### src/hdl/h264sps_pkg.sv
// ----------------------------------------------------------------------------
// h264sps_pkg
// Shared types, constants and tables of the SPS header parser.
// ----------------------------------------------------------------------------
`default_nettype none

package h264sps_pkg;

  localparam int unsigned VAL_W      = 33;
  localparam int unsigned LOOP_W     = 33;
  localparam int unsigned ACC_W      = 32;
  localparam int unsigned LZ_W       = 6;
  localparam int unsigned LZ_MAX     = 32;
  localparam int unsigned FIFO_DEPTH = 4;

  localparam logic [7:0]  EPB_CODE     = 8'h03;
  localparam logic [7:0]  PROFILE_HIGH = 8'd100;
  localparam int unsigned SAR_ESCAPE   = 255;
  localparam int unsigned SAR_ENTRIES  = 17;
  localparam int unsigned REORDER_MAX  = 16;
  localparam int unsigned FNUM_MAX     = 12;
  localparam int unsigned POCT_MAX     = 255;
  localparam int unsigned SIZE_SAT_V   = 4095;

  localparam logic [1:0] STAT_OK      = 2'd0;
  localparam logic [1:0] STAT_SPS_ID  = 2'd1;
  localparam logic [1:0] STAT_REORDER = 2'd2;

  localparam int unsigned FL_MBS_ONLY = 0;
  localparam int unsigned FL_CROP     = 1;
  localparam int unsigned FL_VUI      = 2;
  localparam int unsigned FL_TIMING   = 3;
  localparam int unsigned FL_FIXED    = 4;
  localparam int unsigned FL_BYPASS   = 5;
  localparam int unsigned FL_RESTRICT = 6;

  typedef enum logic [5:0] {
    ST_PROFILE, ST_SKIP16, ST_SPSID, ST_CHROMA, ST_RESID, ST_DEPTHL, ST_DEPTHC,
    ST_BYPASS, ST_SCALING, ST_FRAMENUM, ST_POCTYPE, ST_POCLSB, ST_DELTAZERO,
    ST_OFFNONREF, ST_OFFTB, ST_CYCLE, ST_CYCLEOFF, ST_NUMREF, ST_GAPS,
    ST_WIDTH, ST_HEIGHT, ST_MBSONLY, ST_MBAFF, ST_DIRECT, ST_CROP, ST_CROPVAL,
    ST_VUI, ST_ASPFLAG, ST_ASPIDC, ST_SARNUM, ST_SARDEN, ST_OVERSCAN,
    ST_OVERAPP, ST_VIDSIG, ST_VIDFMT, ST_COLDESC, ST_COLOURS, ST_CHROMALOC,
    ST_CHROMALOCVAL, ST_TIMING, ST_TICK, ST_SCALE, ST_FIXED, ST_NALHRD,
    ST_CPBCNT, ST_SCALES, ST_BRV, ST_CPBV, ST_CBR, ST_DELAYS, ST_VCLHRD,
    ST_LOWDELAY, ST_PICSTRUCT, ST_RESTRICT, ST_MVBOUND, ST_RESTRVAL,
    ST_REORDER, ST_DONE
  } step_e;

  typedef enum logic [1:0] {RD_FIXED, RD_PREFIX, RD_SUFFIX} rd_e;

  typedef enum logic [1:0] {BK_IDLE, BK_BITS, BK_DRAIN} bk_state_e;

  typedef struct packed {
    logic       last;
    logic [7:0] data;
  } entry_t;

  typedef struct packed {
    logic empty;
    logic full;
  } fifo_st_t;

  // Width of a fixed read; zero marks an exp-Golomb read.
  function automatic logic [5:0] step_bits(step_e s);
    logic [5:0] n;
    n = 6'd0;
    unique case (s)
      ST_PROFILE, ST_ASPIDC, ST_SCALES: n = 6'd8;
      ST_SKIP16, ST_SARNUM, ST_SARDEN: n = 6'd16;
      ST_RESID, ST_BYPASS, ST_SCALING, ST_DELTAZERO, ST_GAPS, ST_MBSONLY,
      ST_MBAFF, ST_DIRECT, ST_CROP, ST_VUI, ST_ASPFLAG, ST_OVERSCAN,
      ST_OVERAPP, ST_VIDSIG, ST_COLDESC, ST_CHROMALOC, ST_TIMING, ST_FIXED,
      ST_NALHRD, ST_CBR, ST_VCLHRD, ST_LOWDELAY, ST_PICSTRUCT, ST_RESTRICT,
      ST_MVBOUND: n = 6'd1;
      ST_VIDFMT: n = 6'd4;
      ST_COLOURS: n = 6'd24;
      ST_TICK, ST_SCALE: n = 6'd32;
      ST_DELAYS: n = 6'd20;
      default: n = 6'd0;
    endcase
    return n;
  endfunction

  function automatic logic [7:0] sar_num(logic [4:0] idx);
    logic [7:0] r;
    r = 8'd0;
    unique case (idx)
      5'd1: r = 8'd1;    5'd2: r = 8'd12;  5'd3: r = 8'd10;  5'd4: r = 8'd16;
      5'd5: r = 8'd40;   5'd6: r = 8'd24;  5'd7: r = 8'd20;  5'd8: r = 8'd32;
      5'd9: r = 8'd80;   5'd10: r = 8'd18; 5'd11: r = 8'd15; 5'd12: r = 8'd64;
      5'd13: r = 8'd160; 5'd14: r = 8'd4;  5'd15: r = 8'd3;  5'd16: r = 8'd2;
      default: r = 8'd0;
    endcase
    return r;
  endfunction

  function automatic logic [7:0] sar_den(logic [4:0] idx);
    logic [7:0] r;
    r = 8'd0;
    unique case (idx)
      5'd1: r = 8'd1;
      5'd2, 5'd3, 5'd4, 5'd6, 5'd7, 5'd8, 5'd10, 5'd11: r = 8'd11;
      5'd5, 5'd9, 5'd12: r = 8'd33;
      5'd13: r = 8'd99;
      5'd14: r = 8'd3;
      5'd15: r = 8'd2;
      5'd16: r = 8'd1;
      default: r = 8'd0;
    endcase
    return r;
  endfunction

endpackage

`default_nettype wire

### src/hdl/h264sps_in_if.sv
// ----------------------------------------------------------------------------
// h264sps_in_if
// Payload byte channel with a final-byte mark.
// ----------------------------------------------------------------------------
`default_nettype none

interface h264sps_in_if;
  logic       valid;
  logic       ready;
  logic [7:0] payload_byte;
  logic       is_last;

  modport source (output valid, output payload_byte, output is_last, input ready);
  modport sink (input valid, input payload_byte, input is_last, output ready);
endinterface

`default_nettype wire

### src/hdl/h264sps_out_if.sv
// ----------------------------------------------------------------------------
// h264sps_out_if
// Parse result channel, one transaction for each parameter set.
// ----------------------------------------------------------------------------
`default_nettype none

interface h264sps_out_if;
  logic        valid;
  logic        ready;
  logic [1:0]  parse_status;
  logic [7:0]  profile_code;
  logic [6:0]  flag_bits;
  logic [15:0] width_pixels;
  logic [15:0] height_pixels;
  logic [3:0]  frame_num_log2;
  logic [7:0]  order_count_type;
  logic [15:0] aspect_num;
  logic [15:0] aspect_den;
  logic [31:0] tick_units;
  logic [31:0] clock_scale;
  logic [4:0]  reorder_frames;

  modport source (
    output valid, output parse_status, output profile_code, output flag_bits,
    output width_pixels, output height_pixels, output frame_num_log2,
    output order_count_type, output aspect_num, output aspect_den,
    output tick_units, output clock_scale, output reorder_frames, input ready
  );
  modport sink (
    input valid, input parse_status, input profile_code, input flag_bits,
    input width_pixels, input height_pixels, input frame_num_log2,
    input order_count_type, input aspect_num, input aspect_den,
    input tick_units, input clock_scale, input reorder_frames, output ready
  );
endinterface

`default_nettype wire

### src/hdl/h264sps_front.sv
// ----------------------------------------------------------------------------
// h264sps_front
// Accepts payload bytes and removes emulation-prevention bytes.
// ----------------------------------------------------------------------------
`default_nettype none

module h264sps_front
  import h264sps_pkg::*;
(
  input  wire logic   clk_i,
  input  wire logic   rst_ni,
  h264sps_in_if.sink  sps_in,
  input  wire logic   full_i,
  output logic        push_o,
  output entry_t      entry_o
);

  logic [1:0] zero_run_q, zero_run_d;
  logic       accept;
  logic       drop;

  assign sps_in.ready = !full_i;
  assign accept = sps_in.valid && !full_i;
  assign drop = (zero_run_q == 2'd2) && (sps_in.payload_byte == EPB_CODE) && !sps_in.is_last;
  assign push_o = accept && !drop;
  assign entry_o.last = sps_in.is_last;
  assign entry_o.data = sps_in.payload_byte;

  always_comb begin
    zero_run_d = zero_run_q;
    if (accept) begin
      if (drop || sps_in.is_last || (sps_in.payload_byte != 8'd0)) begin
        zero_run_d = 2'd0;
      end else if (zero_run_q != 2'd2) begin
        zero_run_d = zero_run_q + 2'd1;
      end
    end
  end

  always_ff @(posedge clk_i or negedge rst_ni) begin
    if (!rst_ni) begin
      zero_run_q <= 2'd0;
    end else begin
      zero_run_q <= zero_run_d;
    end
  end

endmodule

`default_nettype wire

### src/hdl/h264sps_fifo.sv
// ----------------------------------------------------------------------------
// h264sps_fifo
// Short byte queue between the front and the bit parser.
// ----------------------------------------------------------------------------
`default_nettype none

module h264sps_fifo
  import h264sps_pkg::*;
(
  input  wire logic clk_i,
  input  wire logic rst_ni,
  input  wire logic push_i,
  input  entry_t    entry_i,
  input  wire logic pop_i,
  output entry_t    entry_o,
  output fifo_st_t  status_o
);

  localparam int unsigned PTR_W = $clog2(FIFO_DEPTH);
  localparam int unsigned CNT_W = $clog2(FIFO_DEPTH + 1);

  entry_t             mem_q [FIFO_DEPTH];
  logic [PTR_W-1:0]   wr_ptr_q, rd_ptr_q;
  logic [CNT_W-1:0]   count_q;
  logic               do_push, do_pop;

  assign status_o.empty = (count_q == '0);
  assign status_o.full  = (count_q == CNT_W'(FIFO_DEPTH));
  assign do_push = push_i && !status_o.full;
  assign do_pop  = pop_i && !status_o.empty;
  assign entry_o = mem_q[rd_ptr_q];

  always_ff @(posedge clk_i) begin
    if (do_push) begin
      mem_q[wr_ptr_q] <= entry_i;
    end
  end

  always_ff @(posedge clk_i or negedge rst_ni) begin
    if (!rst_ni) begin
      wr_ptr_q <= '0;
      rd_ptr_q <= '0;
      count_q  <= '0;
    end else begin
      if (do_push) begin
        wr_ptr_q <= (wr_ptr_q == PTR_W'(FIFO_DEPTH - 1)) ? '0 : wr_ptr_q + 1'b1;
      end
      if (do_pop) begin
        rd_ptr_q <= (rd_ptr_q == PTR_W'(FIFO_DEPTH - 1)) ? '0 : rd_ptr_q + 1'b1;
      end
      if (do_push && !do_pop) begin
        count_q <= count_q + 1'b1;
      end else if (do_pop && !do_push) begin
        count_q <= count_q - 1'b1;
      end
    end
  end

endmodule

`default_nettype wire

### src/hdl/h264sps_back.sv
// ----------------------------------------------------------------------------
// h264sps_back
// Bit-serial walk of the SPS syntax and the result register.
// ----------------------------------------------------------------------------
`default_nettype none

module h264sps_back
  import h264sps_pkg::*;
#(
  parameter int unsigned MAX_POC_CYCLE = 256,
  parameter int unsigned MAX_SPS_ID    = 32
) (
  input  wire logic     clk_i,
  input  wire logic     rst_ni,
  input  entry_t        entry_i,
  input  fifo_st_t      fifo_st_i,
  output logic          pop_o,
  h264sps_out_if.source res_out
);

  bk_state_e          state_q, state_d;
  logic [2:0]         bitcnt_q, bitcnt_d;
  entry_t             cur_q, cur_d;
  step_e              step_q, step_d;
  rd_e                mode_q, mode_d;
  logic [ACC_W-1:0]   acc_q, acc_d;
  logic [5:0]         bw_q, bw_d;
  logic [LZ_W-1:0]    lz_q, lz_d;
  logic [LOOP_W-1:0]  loop_q, loop_d;
  logic [1:0]         hrd_q, hrd_d;

  logic [1:0]  status_q, status_d;
  logic [7:0]  profile_q, profile_d;
  logic [6:0]  flags_q, flags_d;
  logic [15:0] width_q, width_d, height_q, height_d;
  logic [3:0]  fnum_q, fnum_d;
  logic [7:0]  poct_q, poct_d;
  logic [15:0] sarn_q, sarn_d, sard_q, sard_d;
  logic [31:0] tick_q, tick_d, scale_q, scale_d;
  logic [4:0]  reorder_q, reorder_d;

  logic        out_valid_q;
  logic        slot_free;
  logic        do_feed, do_drain, do_emit;
  logic        bit_v, final_bit;
  logic [VAL_W-1:0]  base, fin_v;
  logic [LOOP_W-1:0] loop_in, loop_dec;
  logic [ACC_W-1:0]  acc_nx;
  logic [5:0]        bw_nx, nbits;
  logic              fin_en;
  step_e             nxt;

  assign slot_free = !out_valid_q || res_out.ready;
  assign bit_v     = cur_q.data[bitcnt_q];
  assign final_bit = cur_q.last && (bitcnt_q == 3'd0);

  always_comb begin
    state_d = state_q;
    unique case (state_q)
      BK_IDLE: begin
        if (!fifo_st_i.empty) state_d = BK_BITS;
      end
      BK_BITS: begin
        if (bitcnt_q == 3'd0) begin
          if (cur_q.last) state_d = BK_DRAIN;
          else if (fifo_st_i.empty) state_d = BK_IDLE;
        end
      end
      BK_DRAIN: begin
        if (step_q == ST_DONE && slot_free) state_d = BK_IDLE;
      end
      default: state_d = BK_IDLE;
    endcase
  end

  always_comb begin
    pop_o    = 1'b0;
    do_feed  = 1'b0;
    do_drain = 1'b0;
    do_emit  = 1'b0;
    unique case (state_q)
      BK_IDLE: pop_o = !fifo_st_i.empty;
      BK_BITS: begin
        do_feed = 1'b1;
        pop_o   = (bitcnt_q == 3'd0) && !cur_q.last && !fifo_st_i.empty;
      end
      BK_DRAIN: begin
        if (step_q == ST_DONE) do_emit = slot_free;
        else do_drain = 1'b1;
      end
      default: pop_o = 1'b0;
    endcase
  end

  always_comb begin
    bitcnt_d = do_feed ? bitcnt_q - 3'd1 : bitcnt_q;
    cur_d    = cur_q;
    if (pop_o) begin
      cur_d    = entry_i;
      bitcnt_d = 3'd7;
    end
  end

  always_comb begin
    step_d = step_q; mode_d = mode_q; acc_d = acc_q; bw_d = bw_q; lz_d = lz_q;
    loop_d = loop_q; hrd_d = hrd_q;
    status_d = status_q; profile_d = profile_q; flags_d = flags_q;
    width_d = width_q; height_d = height_q; fnum_d = fnum_q; poct_d = poct_q;
    sarn_d = sarn_q; sard_d = sard_q; tick_d = tick_q; scale_d = scale_q;
    reorder_d = reorder_q;
    fin_en = 1'b0;
    fin_v  = '0;
    nxt    = ST_DONE;
    nbits  = 6'd0;
    acc_nx = {acc_q[ACC_W-2:0], bit_v};
    bw_nx  = bw_q - 6'd1;
    base   = (mode_q == RD_FIXED) ? '0 : ((VAL_W'(1) << lz_q) - VAL_W'(1));
    loop_in = loop_q;

    if (do_feed && step_q != ST_DONE) begin
      if (mode_q == RD_PREFIX) begin
        if (!bit_v && !final_bit && (lz_q < LZ_W'(LZ_MAX))) begin
          lz_d = lz_q + 1'b1;
        end else if (lz_q == '0) begin
          fin_en = 1'b1;
        end else begin
          mode_d = RD_SUFFIX;
          bw_d   = lz_q;
          acc_d  = '0;
        end
      end else if (bw_nx == 6'd0) begin
        fin_en = 1'b1;
        fin_v  = base + VAL_W'(acc_nx);
      end else begin
        acc_d = acc_nx;
        bw_d  = bw_nx;
      end
    end

    if (do_drain) begin
      if ((step_q == ST_BRV || step_q == ST_CPBV || step_q == ST_CBR) &&
          (loop_q > LOOP_W'(1))) begin
        loop_in = LOOP_W'(1);
      end
      loop_d = loop_in;
      fin_en = 1'b1;
      fin_v  = (mode_q == RD_PREFIX) ? base : base + (VAL_W'(acc_q) << bw_q);
    end

    loop_dec = loop_in - LOOP_W'(1);

    if (fin_en) begin
      case (step_q)
        ST_PROFILE: begin profile_d = fin_v[7:0]; nxt = ST_SKIP16; end
        ST_SKIP16: nxt = ST_SPSID;
        ST_SPSID: begin
          if (fin_v >= VAL_W'(MAX_SPS_ID)) begin
            status_d = STAT_SPS_ID;
            nxt = ST_DONE;
          end else begin
            nxt = (profile_q >= PROFILE_HIGH) ? ST_CHROMA : ST_FRAMENUM;
          end
        end
        ST_CHROMA: nxt = (fin_v == VAL_W'(3)) ? ST_RESID : ST_DEPTHL;
        ST_RESID: nxt = ST_DEPTHL;
        ST_DEPTHL: nxt = ST_DEPTHC;
        ST_DEPTHC: nxt = ST_BYPASS;
        ST_BYPASS: begin
          if (fin_v != '0) flags_d[FL_BYPASS] = 1'b1;
          nxt = ST_SCALING;
        end
        ST_SCALING: nxt = ST_FRAMENUM;
        ST_FRAMENUM: begin
          fnum_d = (fin_v > VAL_W'(FNUM_MAX)) ? 4'(FNUM_MAX) : fin_v[3:0];
          nxt = ST_POCTYPE;
        end
        ST_POCTYPE: begin
          poct_d = (fin_v > VAL_W'(POCT_MAX)) ? 8'(POCT_MAX) : fin_v[7:0];
          if (fin_v == '0) nxt = ST_POCLSB;
          else if (fin_v == VAL_W'(1)) nxt = ST_DELTAZERO;
          else nxt = ST_NUMREF;
        end
        ST_POCLSB: nxt = ST_NUMREF;
        ST_DELTAZERO: nxt = ST_OFFNONREF;
        ST_OFFNONREF: nxt = ST_OFFTB;
        ST_OFFTB: nxt = ST_CYCLE;
        ST_CYCLE: begin
          loop_d = (fin_v > VAL_W'(MAX_POC_CYCLE)) ? LOOP_W'(MAX_POC_CYCLE) : fin_v;
          nxt = (fin_v != '0) ? ST_CYCLEOFF : ST_NUMREF;
        end
        ST_CYCLEOFF: begin
          loop_d = loop_dec;
          nxt = (loop_dec != '0) ? ST_CYCLEOFF : ST_NUMREF;
        end
        ST_NUMREF: nxt = ST_GAPS;
        ST_GAPS: nxt = ST_WIDTH;
        ST_WIDTH: begin
          width_d = (fin_v >= VAL_W'(SIZE_SAT_V)) ? 16'hFFFF :
                    {12'(fin_v[11:0] + 12'd1), 4'd0};
          nxt = ST_HEIGHT;
        end
        ST_HEIGHT: begin
          height_d = (fin_v >= VAL_W'(SIZE_SAT_V)) ? 16'hFFFF :
                     {12'(fin_v[11:0] + 12'd1), 4'd0};
          nxt = ST_MBSONLY;
        end
        ST_MBSONLY: begin
          if (fin_v != '0) begin
            flags_d[FL_MBS_ONLY] = 1'b1;
            nxt = ST_DIRECT;
          end else begin
            nxt = ST_MBAFF;
          end
        end
        ST_MBAFF: nxt = ST_DIRECT;
        ST_DIRECT: nxt = ST_CROP;
        ST_CROP: begin
          if (fin_v != '0) begin
            flags_d[FL_CROP] = 1'b1;
            loop_d = LOOP_W'(4);
            nxt = ST_CROPVAL;
          end else begin
            nxt = ST_VUI;
          end
        end
        ST_CROPVAL: begin
          loop_d = loop_dec;
          nxt = (loop_dec != '0) ? ST_CROPVAL : ST_VUI;
        end
        ST_VUI: begin
          if (fin_v != '0) begin
            flags_d[FL_VUI] = 1'b1;
            nxt = ST_ASPFLAG;
          end else begin
            nxt = ST_DONE;
          end
        end
        ST_ASPFLAG: nxt = (fin_v != '0) ? ST_ASPIDC : ST_OVERSCAN;
        ST_ASPIDC: begin
          nxt = ST_OVERSCAN;
          if (fin_v < VAL_W'(SAR_ENTRIES)) begin
            sarn_d = 16'(sar_num(fin_v[4:0]));
            sard_d = 16'(sar_den(fin_v[4:0]));
          end else if (fin_v == VAL_W'(SAR_ESCAPE)) begin
            nxt = ST_SARNUM;
          end
        end
        ST_SARNUM: begin sarn_d = fin_v[15:0]; nxt = ST_SARDEN; end
        ST_SARDEN: begin sard_d = fin_v[15:0]; nxt = ST_OVERSCAN; end
        ST_OVERSCAN: nxt = (fin_v != '0) ? ST_OVERAPP : ST_VIDSIG;
        ST_OVERAPP: nxt = ST_VIDSIG;
        ST_VIDSIG: nxt = (fin_v != '0) ? ST_VIDFMT : ST_CHROMALOC;
        ST_VIDFMT: nxt = ST_COLDESC;
        ST_COLDESC: nxt = (fin_v != '0) ? ST_COLOURS : ST_CHROMALOC;
        ST_COLOURS: nxt = ST_CHROMALOC;
        ST_CHROMALOC: begin
          if (fin_v != '0) begin
            loop_d = LOOP_W'(2);
            nxt = ST_CHROMALOCVAL;
          end else begin
            nxt = ST_TIMING;
          end
        end
        ST_CHROMALOCVAL: begin
          loop_d = loop_dec;
          nxt = (loop_dec != '0) ? ST_CHROMALOCVAL : ST_TIMING;
        end
        ST_TIMING: begin
          if (fin_v != '0) begin
            flags_d[FL_TIMING] = 1'b1;
            nxt = ST_TICK;
          end else begin
            nxt = ST_NALHRD;
          end
        end
        ST_TICK: begin tick_d = fin_v[31:0]; nxt = ST_SCALE; end
        ST_SCALE: begin scale_d = fin_v[31:0]; nxt = ST_FIXED; end
        ST_FIXED: begin
          if (fin_v != '0) flags_d[FL_FIXED] = 1'b1;
          nxt = ST_NALHRD;
        end
        ST_NALHRD: begin
          if (fin_v != '0) begin
            hrd_d[0] = 1'b1;
            nxt = ST_CPBCNT;
          end else begin
            nxt = ST_VCLHRD;
          end
        end
        ST_CPBCNT: begin loop_d = fin_v + LOOP_W'(1); nxt = ST_SCALES; end
        ST_SCALES: nxt = ST_BRV;
        ST_BRV: nxt = ST_CPBV;
        ST_CPBV: nxt = ST_CBR;
        ST_CBR: begin
          loop_d = loop_dec;
          nxt = (loop_dec != '0) ? ST_BRV : ST_DELAYS;
        end
        ST_DELAYS: nxt = hrd_q[1] ? ST_LOWDELAY : ST_VCLHRD;
        ST_VCLHRD: begin
          if (fin_v != '0) begin
            hrd_d[1] = 1'b1;
            nxt = ST_CPBCNT;
          end else begin
            nxt = hrd_q[0] ? ST_LOWDELAY : ST_PICSTRUCT;
          end
        end
        ST_LOWDELAY: nxt = ST_PICSTRUCT;
        ST_PICSTRUCT: nxt = ST_RESTRICT;
        ST_RESTRICT: begin
          if (fin_v != '0) begin
            flags_d[FL_RESTRICT] = 1'b1;
            nxt = ST_MVBOUND;
          end else begin
            nxt = ST_DONE;
          end
        end
        ST_MVBOUND: begin loop_d = LOOP_W'(4); nxt = ST_RESTRVAL; end
        ST_RESTRVAL: begin
          loop_d = loop_dec;
          nxt = (loop_dec != '0) ? ST_RESTRVAL : ST_REORDER;
        end
        ST_REORDER: begin
          if (fin_v > VAL_W'(REORDER_MAX)) status_d = STAT_REORDER;
          else reorder_d = fin_v[4:0];
          nxt = ST_DONE;
        end
        default: nxt = ST_DONE;
      endcase
      nbits  = step_bits(nxt);
      step_d = nxt;
      acc_d  = '0;
      lz_d   = '0;
      bw_d   = nbits;
      mode_d = (nbits == 6'd0) ? RD_PREFIX : RD_FIXED;
    end

    if (do_emit) begin
      step_d = ST_PROFILE; mode_d = RD_FIXED; acc_d = '0;
      bw_d = step_bits(ST_PROFILE); lz_d = '0; loop_d = '0; hrd_d = '0;
      status_d = STAT_OK; profile_d = '0; flags_d = '0; width_d = '0;
      height_d = '0; fnum_d = '0; poct_d = '0; sarn_d = '0; sard_d = '0;
      tick_d = '0; scale_d = '0; reorder_d = '0;
    end
  end

  always_ff @(posedge clk_i or negedge rst_ni) begin
    if (!rst_ni) begin
      state_q <= BK_IDLE;
      bitcnt_q <= 3'd0;
      step_q <= ST_PROFILE;
      mode_q <= RD_FIXED;
      acc_q <= '0;
      bw_q <= step_bits(ST_PROFILE);
      lz_q <= '0;
      loop_q <= '0;
      hrd_q <= '0;
      status_q <= STAT_OK;
      profile_q <= '0;
      flags_q <= '0;
      width_q <= '0;
      height_q <= '0;
      fnum_q <= '0;
      poct_q <= '0;
      sarn_q <= '0;
      sard_q <= '0;
      tick_q <= '0;
      scale_q <= '0;
      reorder_q <= '0;
      out_valid_q <= 1'b0;
    end else begin
      state_q <= state_d;
      bitcnt_q <= bitcnt_d;
      step_q <= step_d;
      mode_q <= mode_d;
      acc_q <= acc_d;
      bw_q <= bw_d;
      lz_q <= lz_d;
      loop_q <= loop_d;
      hrd_q <= hrd_d;
      status_q <= status_d;
      profile_q <= profile_d;
      flags_q <= flags_d;
      width_q <= width_d;
      height_q <= height_d;
      fnum_q <= fnum_d;
      poct_q <= poct_d;
      sarn_q <= sarn_d;
      sard_q <= sard_d;
      tick_q <= tick_d;
      scale_q <= scale_d;
      reorder_q <= reorder_d;
      out_valid_q <= do_emit || (out_valid_q && !res_out.ready);
    end
  end

  always_ff @(posedge clk_i) begin
    cur_q <= cur_d;
    if (do_emit) begin
      res_out.parse_status     <= status_q;
      res_out.profile_code     <= profile_q;
      res_out.flag_bits        <= flags_q;
      res_out.width_pixels     <= width_q;
      res_out.height_pixels    <= height_q;
      res_out.frame_num_log2   <= fnum_q;
      res_out.order_count_type <= poct_q;
      res_out.aspect_num       <= sarn_q;
      res_out.aspect_den       <= sard_q;
      res_out.tick_units       <= tick_q;
      res_out.clock_scale      <= scale_q;
      res_out.reorder_frames   <= reorder_q;
    end
  end

  assign res_out.valid = out_valid_q;

endmodule

`default_nettype wire

### src/hdl/h264sps_header_parser.sv
// ----------------------------------------------------------------------------
// h264_sps_header_parser
// Parses an H.264 sequence parameter set payload and reports its key fields.
//
//   Channel   Direction  Transaction
//   sps_in    in         one raw payload byte, is_last on the final byte
//   res_out   out        one parse result for each parameter set
//
// The bit-serial syntax walker takes one bit a cycle, and waits between bytes
// while the queue is empty. After the final byte the walker closes the open
// syntax elements, one element a cycle.
// A four-entry queue decouples byte intake from the walker, and a held
// result does not stop the next payload from being parsed.
// Reset is asynchronous and active low; no clearing pass is needed.
// ----------------------------------------------------------------------------
`default_nettype none

module h264_sps_header_parser
  import h264sps_pkg::*;
#(
  parameter int unsigned MAX_POC_CYCLE = 256,
  parameter int unsigned MAX_SPS_ID    = 32
) (
  input  wire logic     clk_i,
  input  wire logic     rst_ni,
  h264sps_in_if.sink    sps_in,
  h264sps_out_if.source res_out
);

  logic     push, pop;
  entry_t   push_entry, pop_entry;
  fifo_st_t fifo_st;

  h264sps_front u_front (
    .clk_i   (clk_i),
    .rst_ni  (rst_ni),
    .sps_in  (sps_in),
    .full_i  (fifo_st.full),
    .push_o  (push),
    .entry_o (push_entry)
  );

  h264sps_fifo u_fifo (
    .clk_i    (clk_i),
    .rst_ni   (rst_ni),
    .push_i   (push),
    .entry_i  (push_entry),
    .pop_i    (pop),
    .entry_o  (pop_entry),
    .status_o (fifo_st)
  );

  h264sps_back #(
    .MAX_POC_CYCLE (MAX_POC_CYCLE),
    .MAX_SPS_ID    (MAX_SPS_ID)
  ) u_back (
    .clk_i     (clk_i),
    .rst_ni    (rst_ni),
    .entry_i   (pop_entry),
    .fifo_st_i (fifo_st),
    .pop_o     (pop),
    .res_out   (res_out)
  );

  a_queue_state : assert property (@(posedge clk_i) disable iff (!rst_ni)
    !(fifo_st.empty && fifo_st.full))
    else $error("queue reports empty and full together");

  a_no_pop_empty : assert property (@(posedge clk_i) disable iff (!rst_ni)
    pop |-> !fifo_st.empty)
    else $error("walker pops an empty queue");

  a_status_code : assert property (@(posedge clk_i) disable iff (!rst_ni)
    res_out.valid |-> (res_out.parse_status != 2'd3))
    else $error("undefined parse status");

  a_reorder_abort : assert property (@(posedge clk_i) disable iff (!rst_ni)
    (res_out.valid && res_out.parse_status == STAT_REORDER) |->
      (res_out.reorder_frames == 5'd0))
    else $error("reorder count kept after an aborted parse");

  a_fnum_clamp : assert property (@(posedge clk_i) disable iff (!rst_ni)
    res_out.valid |-> (res_out.frame_num_log2 <= 4'd12))
    else $error("frame number width above its clamp");

endmodule

`default_nettype wire

### src/flat_wrapper.sv
// flat-port wrapper written by rule: the top's interface ports become plain ports
module h264_sps_header_parser_flat import h264sps_pkg::*;
#(
  parameter int unsigned MAX_POC_CYCLE = 256,
  parameter int unsigned MAX_SPS_ID    = 32
)
  (clk_i, rst_ni, sps_in_valid, sps_in_payload_byte, sps_in_is_last, sps_in_ready, res_out_valid, res_out_parse_status, res_out_profile_code, res_out_flag_bits, res_out_width_pixels, res_out_height_pixels, res_out_frame_num_log2, res_out_order_count_type, res_out_aspect_num, res_out_aspect_den, res_out_tick_units, res_out_clock_scale, res_out_reorder_frames, res_out_ready);
  h264sps_in_if sps_in_i ();
  h264sps_out_if res_out_i ();
  input  wire logic clk_i;
  input  wire logic rst_ni;
  input wire logic [$bits(sps_in_i.valid)-1:0] sps_in_valid;
  input wire logic [$bits(sps_in_i.payload_byte)-1:0] sps_in_payload_byte;
  input wire logic [$bits(sps_in_i.is_last)-1:0] sps_in_is_last;
  output wire logic [$bits(sps_in_i.ready)-1:0] sps_in_ready;
  output wire logic [$bits(res_out_i.valid)-1:0] res_out_valid;
  output wire logic [$bits(res_out_i.parse_status)-1:0] res_out_parse_status;
  output wire logic [$bits(res_out_i.profile_code)-1:0] res_out_profile_code;
  output wire logic [$bits(res_out_i.flag_bits)-1:0] res_out_flag_bits;
  output wire logic [$bits(res_out_i.width_pixels)-1:0] res_out_width_pixels;
  output wire logic [$bits(res_out_i.height_pixels)-1:0] res_out_height_pixels;
  output wire logic [$bits(res_out_i.frame_num_log2)-1:0] res_out_frame_num_log2;
  output wire logic [$bits(res_out_i.order_count_type)-1:0] res_out_order_count_type;
  output wire logic [$bits(res_out_i.aspect_num)-1:0] res_out_aspect_num;
  output wire logic [$bits(res_out_i.aspect_den)-1:0] res_out_aspect_den;
  output wire logic [$bits(res_out_i.tick_units)-1:0] res_out_tick_units;
  output wire logic [$bits(res_out_i.clock_scale)-1:0] res_out_clock_scale;
  output wire logic [$bits(res_out_i.reorder_frames)-1:0] res_out_reorder_frames;
  input wire logic [$bits(res_out_i.ready)-1:0] res_out_ready;
  assign sps_in_i.valid = sps_in_valid;
  assign sps_in_i.payload_byte = sps_in_payload_byte;
  assign sps_in_i.is_last = sps_in_is_last;
  assign sps_in_ready = sps_in_i.ready;
  assign res_out_valid = res_out_i.valid;
  assign res_out_parse_status = res_out_i.parse_status;
  assign res_out_profile_code = res_out_i.profile_code;
  assign res_out_flag_bits = res_out_i.flag_bits;
  assign res_out_width_pixels = res_out_i.width_pixels;
  assign res_out_height_pixels = res_out_i.height_pixels;
  assign res_out_frame_num_log2 = res_out_i.frame_num_log2;
  assign res_out_order_count_type = res_out_i.order_count_type;
  assign res_out_aspect_num = res_out_i.aspect_num;
  assign res_out_aspect_den = res_out_i.aspect_den;
  assign res_out_tick_units = res_out_i.tick_units;
  assign res_out_clock_scale = res_out_i.clock_scale;
  assign res_out_reorder_frames = res_out_i.reorder_frames;
  assign res_out_i.ready = res_out_ready;
  h264_sps_header_parser #(.MAX_POC_CYCLE(MAX_POC_CYCLE), .MAX_SPS_ID(MAX_SPS_ID)) u_core (.clk_i(clk_i), .rst_ni(rst_ni), .sps_in(sps_in_i), .res_out(res_out_i));
endmodule
### config.mk
export PLATFORM = sky130hd
export DESIGN_NAME = h264_sps_header_parser_flat
export DESIGN_NICKNAME = d
export VERILOG_FILES = /design/src/hdl/h264sps_pkg.sv /design/src/hdl/h264sps_in_if.sv /design/src/hdl/h264sps_out_if.sv /design/src/hdl/h264sps_front.sv /design/src/hdl/h264sps_fifo.sv /design/src/hdl/h264sps_back.sv /design/src/hdl/h264sps_header_parser.sv /design/src/flat_wrapper.sv
export SDC_FILE = /design/constraint.sdc
export NUM_CORES = 1
export LEC_CHECK = 0
export ABC_AREA = 1
export BUFFER_PORTS_ARGS = -buffer_cell sky130_fd_sc_hd__buf_2
export CAP_MARGIN = 20
export CORE_UTILIZATION = 30
export DETAILED_ROUTE_END_ITERATION = 8
export PLACE_DENSITY_LB_ADDON = 0.08
export SYNTH_ARGS = -nofsm -noshare
export SYNTH_HDL_FRONTEND = slang
export SYNTH_SLANG_ARGS = --single-unit
### constraint.sdc
create_clock -name clk_i -period 5.83 [get_ports clk_i]
set_input_delay 0.2915 -clock clk_i [delete_from_list [all_inputs] [get_ports clk_i]]
set_output_delay 0.2915 -clock clk_i [all_outputs]
set_load 0.05 [all_outputs]
==> results by group <==
Route
  • Final WL: ~120 mm
  • DRC errors left: 0
  • Via/cell ratio: about 5.0
  • DR pass1 iterations: 6
  • Post-DRT Antenna Nets: 0
  • Mean routed wirelength per cell: ~20 µm
  • Initial drt markers: between 2000 and 2500
  • Via count: a little under 30000

Placed design
  • Dpl ws: -0.470 ns
  • Placed cells: 5753
  • GPL Wtd Cong: 0.958
  • Port buffer count: ~180
  • Final HPWL DP: between 90 and 100 mm
  • DP Area: 35400 µm²

Clock network
  • Bufs on Longest Clock Path: 3
  • TritonCTS buffer count: 53
  • Clock Pin Slew Worst Setup and Hold Paths: about 0.060 ns
  • Clock H-tree levels: 2
  • TritonCTS clock tree: done
  • Clk_lat worst skew: 0.64 ns
  • CTS Root Cell: clkbuf_16
  • Clock sink count: around 460

Hold path
  • Hold path endpoint: u_core.u_front.zero_run_q[1]
  • Hold Crit Start: sps_in_valid
  • Hold depth: 5
  • HP Class: in2reg

Pwr
  • Power Density: around 580 nW/µm²
  • VDD IR max: a little under 300 µV
  • Leakage power: between 15 and 20 nW
  • Power Total: around 23 mW

Synthesis
  • Avg Cell Area, Syn: between 7 and 8 µm²
  • Synth cell types: 66
  • Post-Synthesis Cells: roughly 3900
  • Net Count, Synth: just over 4000
  • Post-synth EDFFs: about 200
  • Main synth FF type: dfrtp_1
  • Async S/R FF share, synth: 56.2%
  • Synthesized cell area: around 30000 µm²
  • Ranking of synthesized cells by area: dfrtp_1, edfxtp_1, nand2_1
  • Share of the synthesized area in the top cell type: between 20% and 30%
  • Dominant cell type by area after synthesis: dfrtp_1
  • Synth warn: 0
  • Sequential-to-total area share from yosys stat: between 40% and 50%
  • Yosys reg bits: approximately 460

Global routing
  • Grt total ovfl: 0
  • Global-route wire length before repair: about 180 mm
  • Largest net degree at the start of global routing: approximately 110
  • Initial antenna violation count: 0
  • Total GRT Usage: between 20% and 30%
  • Vias in the first global route: 28400

STA
  • # setup viols final: 0
  • Slew Limit Fails: 0
  • Slew of the pin with the lowest slew margin: roughly 1 ns
  • Final setup margin: 0.0884 ns
  • Worst slew margin: 31.5%
  • Crit path time final: between 5 and 6 ns
  • Final Hold Fails: 0
  • Clock skew: around 0.021 ns
  • Fin crit share: 98.5%
  • RSZ-0062 raised after global routing: true
  • Setup TNS: 0 ns
  • Fmax achieved: ~170 MHz

Die
  • Initial Utilization: a little over 30%
  • Core ar.: approximately 99000 µm²
  • DIE HEIGHT: 318 µm
  • Die Width: 318 µm
  • IO Count: ~180
  • Die area: roughly 100000 µm²
  • Row Count: between 100 and 150

Setup path
  • CP startpoint kind: register
  • Critical Path AT: around 6.3 ns
  • Crit Path Category: reg2reg
  • CP Max Fanout: 8
  • Setup crit end kind: register
  • R2R cell count: 41
  • Critical-path top delay cell: dfrtp_2
  • Origin of the critical flop-to-flop path: u_core.u_back.lz_q[0]
  • Worst path most repeated cell: nand2_2
  • CP max stage delay: 0.45 ns
  • Reg-to-reg critical path endpoint: u_core.u_back.bw_q[0]
  • CP Data Required Time: ~6.3 ns
  • R2R Setup Slk: between 0.08 and 0.09 ns

Final layout
  • Share of layout cells above drive strength 1: between 20% and 30%
  • Fin area: approximately 40000 µm²
  • # diodes: 0
  • Post-Layout Cell Count: 5918
  • NumNets Final: ~4700
  • Filler cells: a little over 10000
  • Area added between synthesis and finish: 32.5%

Flow run
  • Max-Cap Viols: 0

Run status
  • Status: finished clean
routing by layer:
metal / track usage, % / share of wire (%)
met3: 2.25 / 3.8
met2: 36.0 / 45
met1: 32.4 / 48
met5: 0 / 0
met4: 7.58 / 3.3
critical path: cells and delay by family, from the launching register on:
| kind | cells | cell delay [ns] |
|---|---|---|
| simple gates | 26 | 3.14 |
| buf+inv | 7 | 0.85 |
| fa+ha+maj | 3 | 0.70 |
| compound gates | 5 | 0.49 |
| flops | 1 | 0.45 |
worst max path at each step:
stage                                        from                                  end  slack (ns)  cells after the start
after global routing        u_core.u_back.lz_q[0]                u_core.u_back.bw_q[0]       -0.21                     45
final                       u_core.u_back.lz_q[0]                u_core.u_back.bw_q[0]        0.09                     41
after detailed placement    u_core.u_back.lz_q[0]              u_core.u_back.mode_q[0]       -0.47                     42
after CTS                   u_core.u_back.lz_q[1]                u_core.u_back.bw_q[0]       -0.02                     47
after global placement      u_core.u_back.lz_q[0]              u_core.u_back.mode_q[0]       -0.37                     41
after floorplan           u_core.u_back.step_q[1]  u_core.u_back.res_out.aspect_den[0]        0.08                      9
Yosys cell counts, drive strengths merged, types with 60 or more instances:
| library cell | instances |
|---|---|
| nand2 | 1018 |
| nor2 | 486 |
| inv | 433 |
| nand3 | 422 |
| o21ai | 327 |
| dfrtp | 257 |
| edfxtp | 201 |
| a21oi | 128 |
| nand4 | 79 |
| clkbuf | 77 |
| ha | 71 |
| nor3 | 65 |
| o22ai | 61 |
| buf | 60 |
power by group:
part | switching [mW] | internal [mW] | total [mW] | leakage [nW]
sequential | 0.471 | 3.92 | 4.39 | 5.22
combinational | 9.24 | 5.86 | 15.1 | 12.0
clock | 1.43 | 2.13 | 3.55 | 0.909
state kept, by name, indices dropped and copies added, names as in the netlist, 9 cells and up:
signal,count
u_core.u_back.width_q,13
u_core.u_back.res_out.aspect_den,16
u_core.u_back.sarn_q,16
u_core.u_back.height_q,13
u_core.u_back.res_out.aspect_num,16
u_core.u_back.res_out.tick_units,32
u_core.u_back.res_out.height_pixels,13
u_core.u_back.cur_q,9
u_core.u_back.tick_q,32
u_core.u_back.res_out.clock_scale,32
u_core.u_back.acc_q,32
u_core.u_back.sard_q,16
u_core.u_back.loop_q,33
u_core.u_back.scale_q,32
u_core.u_back.res_out.width_pixels,13
u_core.u_fifo.mem_q,36
final cells by class:
class                           count  area, µm²  share of cell area, %
Clock buffer                       74       1510                   3.80
Timing Repair Buffer              719       5160                   13.0
Clock inverter                     26        357                  0.900
Sequential cell                   459      12500                   31.5
Inverter                          441       1690                   4.27
Multi-Input combinational cell   2912      16800                   42.4
Tap cell                         1287       1610                   4.06
metrics by stage:
step | utilization [%] | hold WS [ns]
3_3_place_gp | 36.0 | 0.357
4_1_cts | 38.5 | 0.138
6_report | 40.2 | 0.179
3_5_place_dp | 36.0 | 0.355
5_1_grt | 40.2 | 0.194
2_1_floorplan | - | -0.00409
kinds of logic (layout without fill, tap and decap cells):
kind of cell    Yosys count  after routing  synth area share [%]
compound gates          661            661                  12.7
xor+xnor                 58             58                  1.70
fa+ha+maj                74             74                  3.17
buf+inv                 578           1260                  7.76
flops                   459            459                  41.8
mux                       8              8                 0.301
simple gates           2110           2111                  32.6
placed cells by master, fill, tap and decap left out, drive strengths merged, types with 20 or more instances in the layout:
cell and count:
a31oi 25, nor3 65, nand2 1018, buf 708
xor2 47, nand3 422, clkbuf 74, ha 71
a21oi 128, o22ai 61, inv 437, o211ai 30
edfxtp 201, o21ai 327, nand4 79, dfrtp 257
nor2 487, clkinv 20
repair_timing:
item                       CTS  global route
resized for setup           95           330
cloned                       1             0
pin swaps                   38           137
hold endpoints to repair   112             0
setup endpoints to repair   94           106
buffers inserted            12            44
hold buffers                11             0
Note: power is estimated with default switching activity, not from simulation.
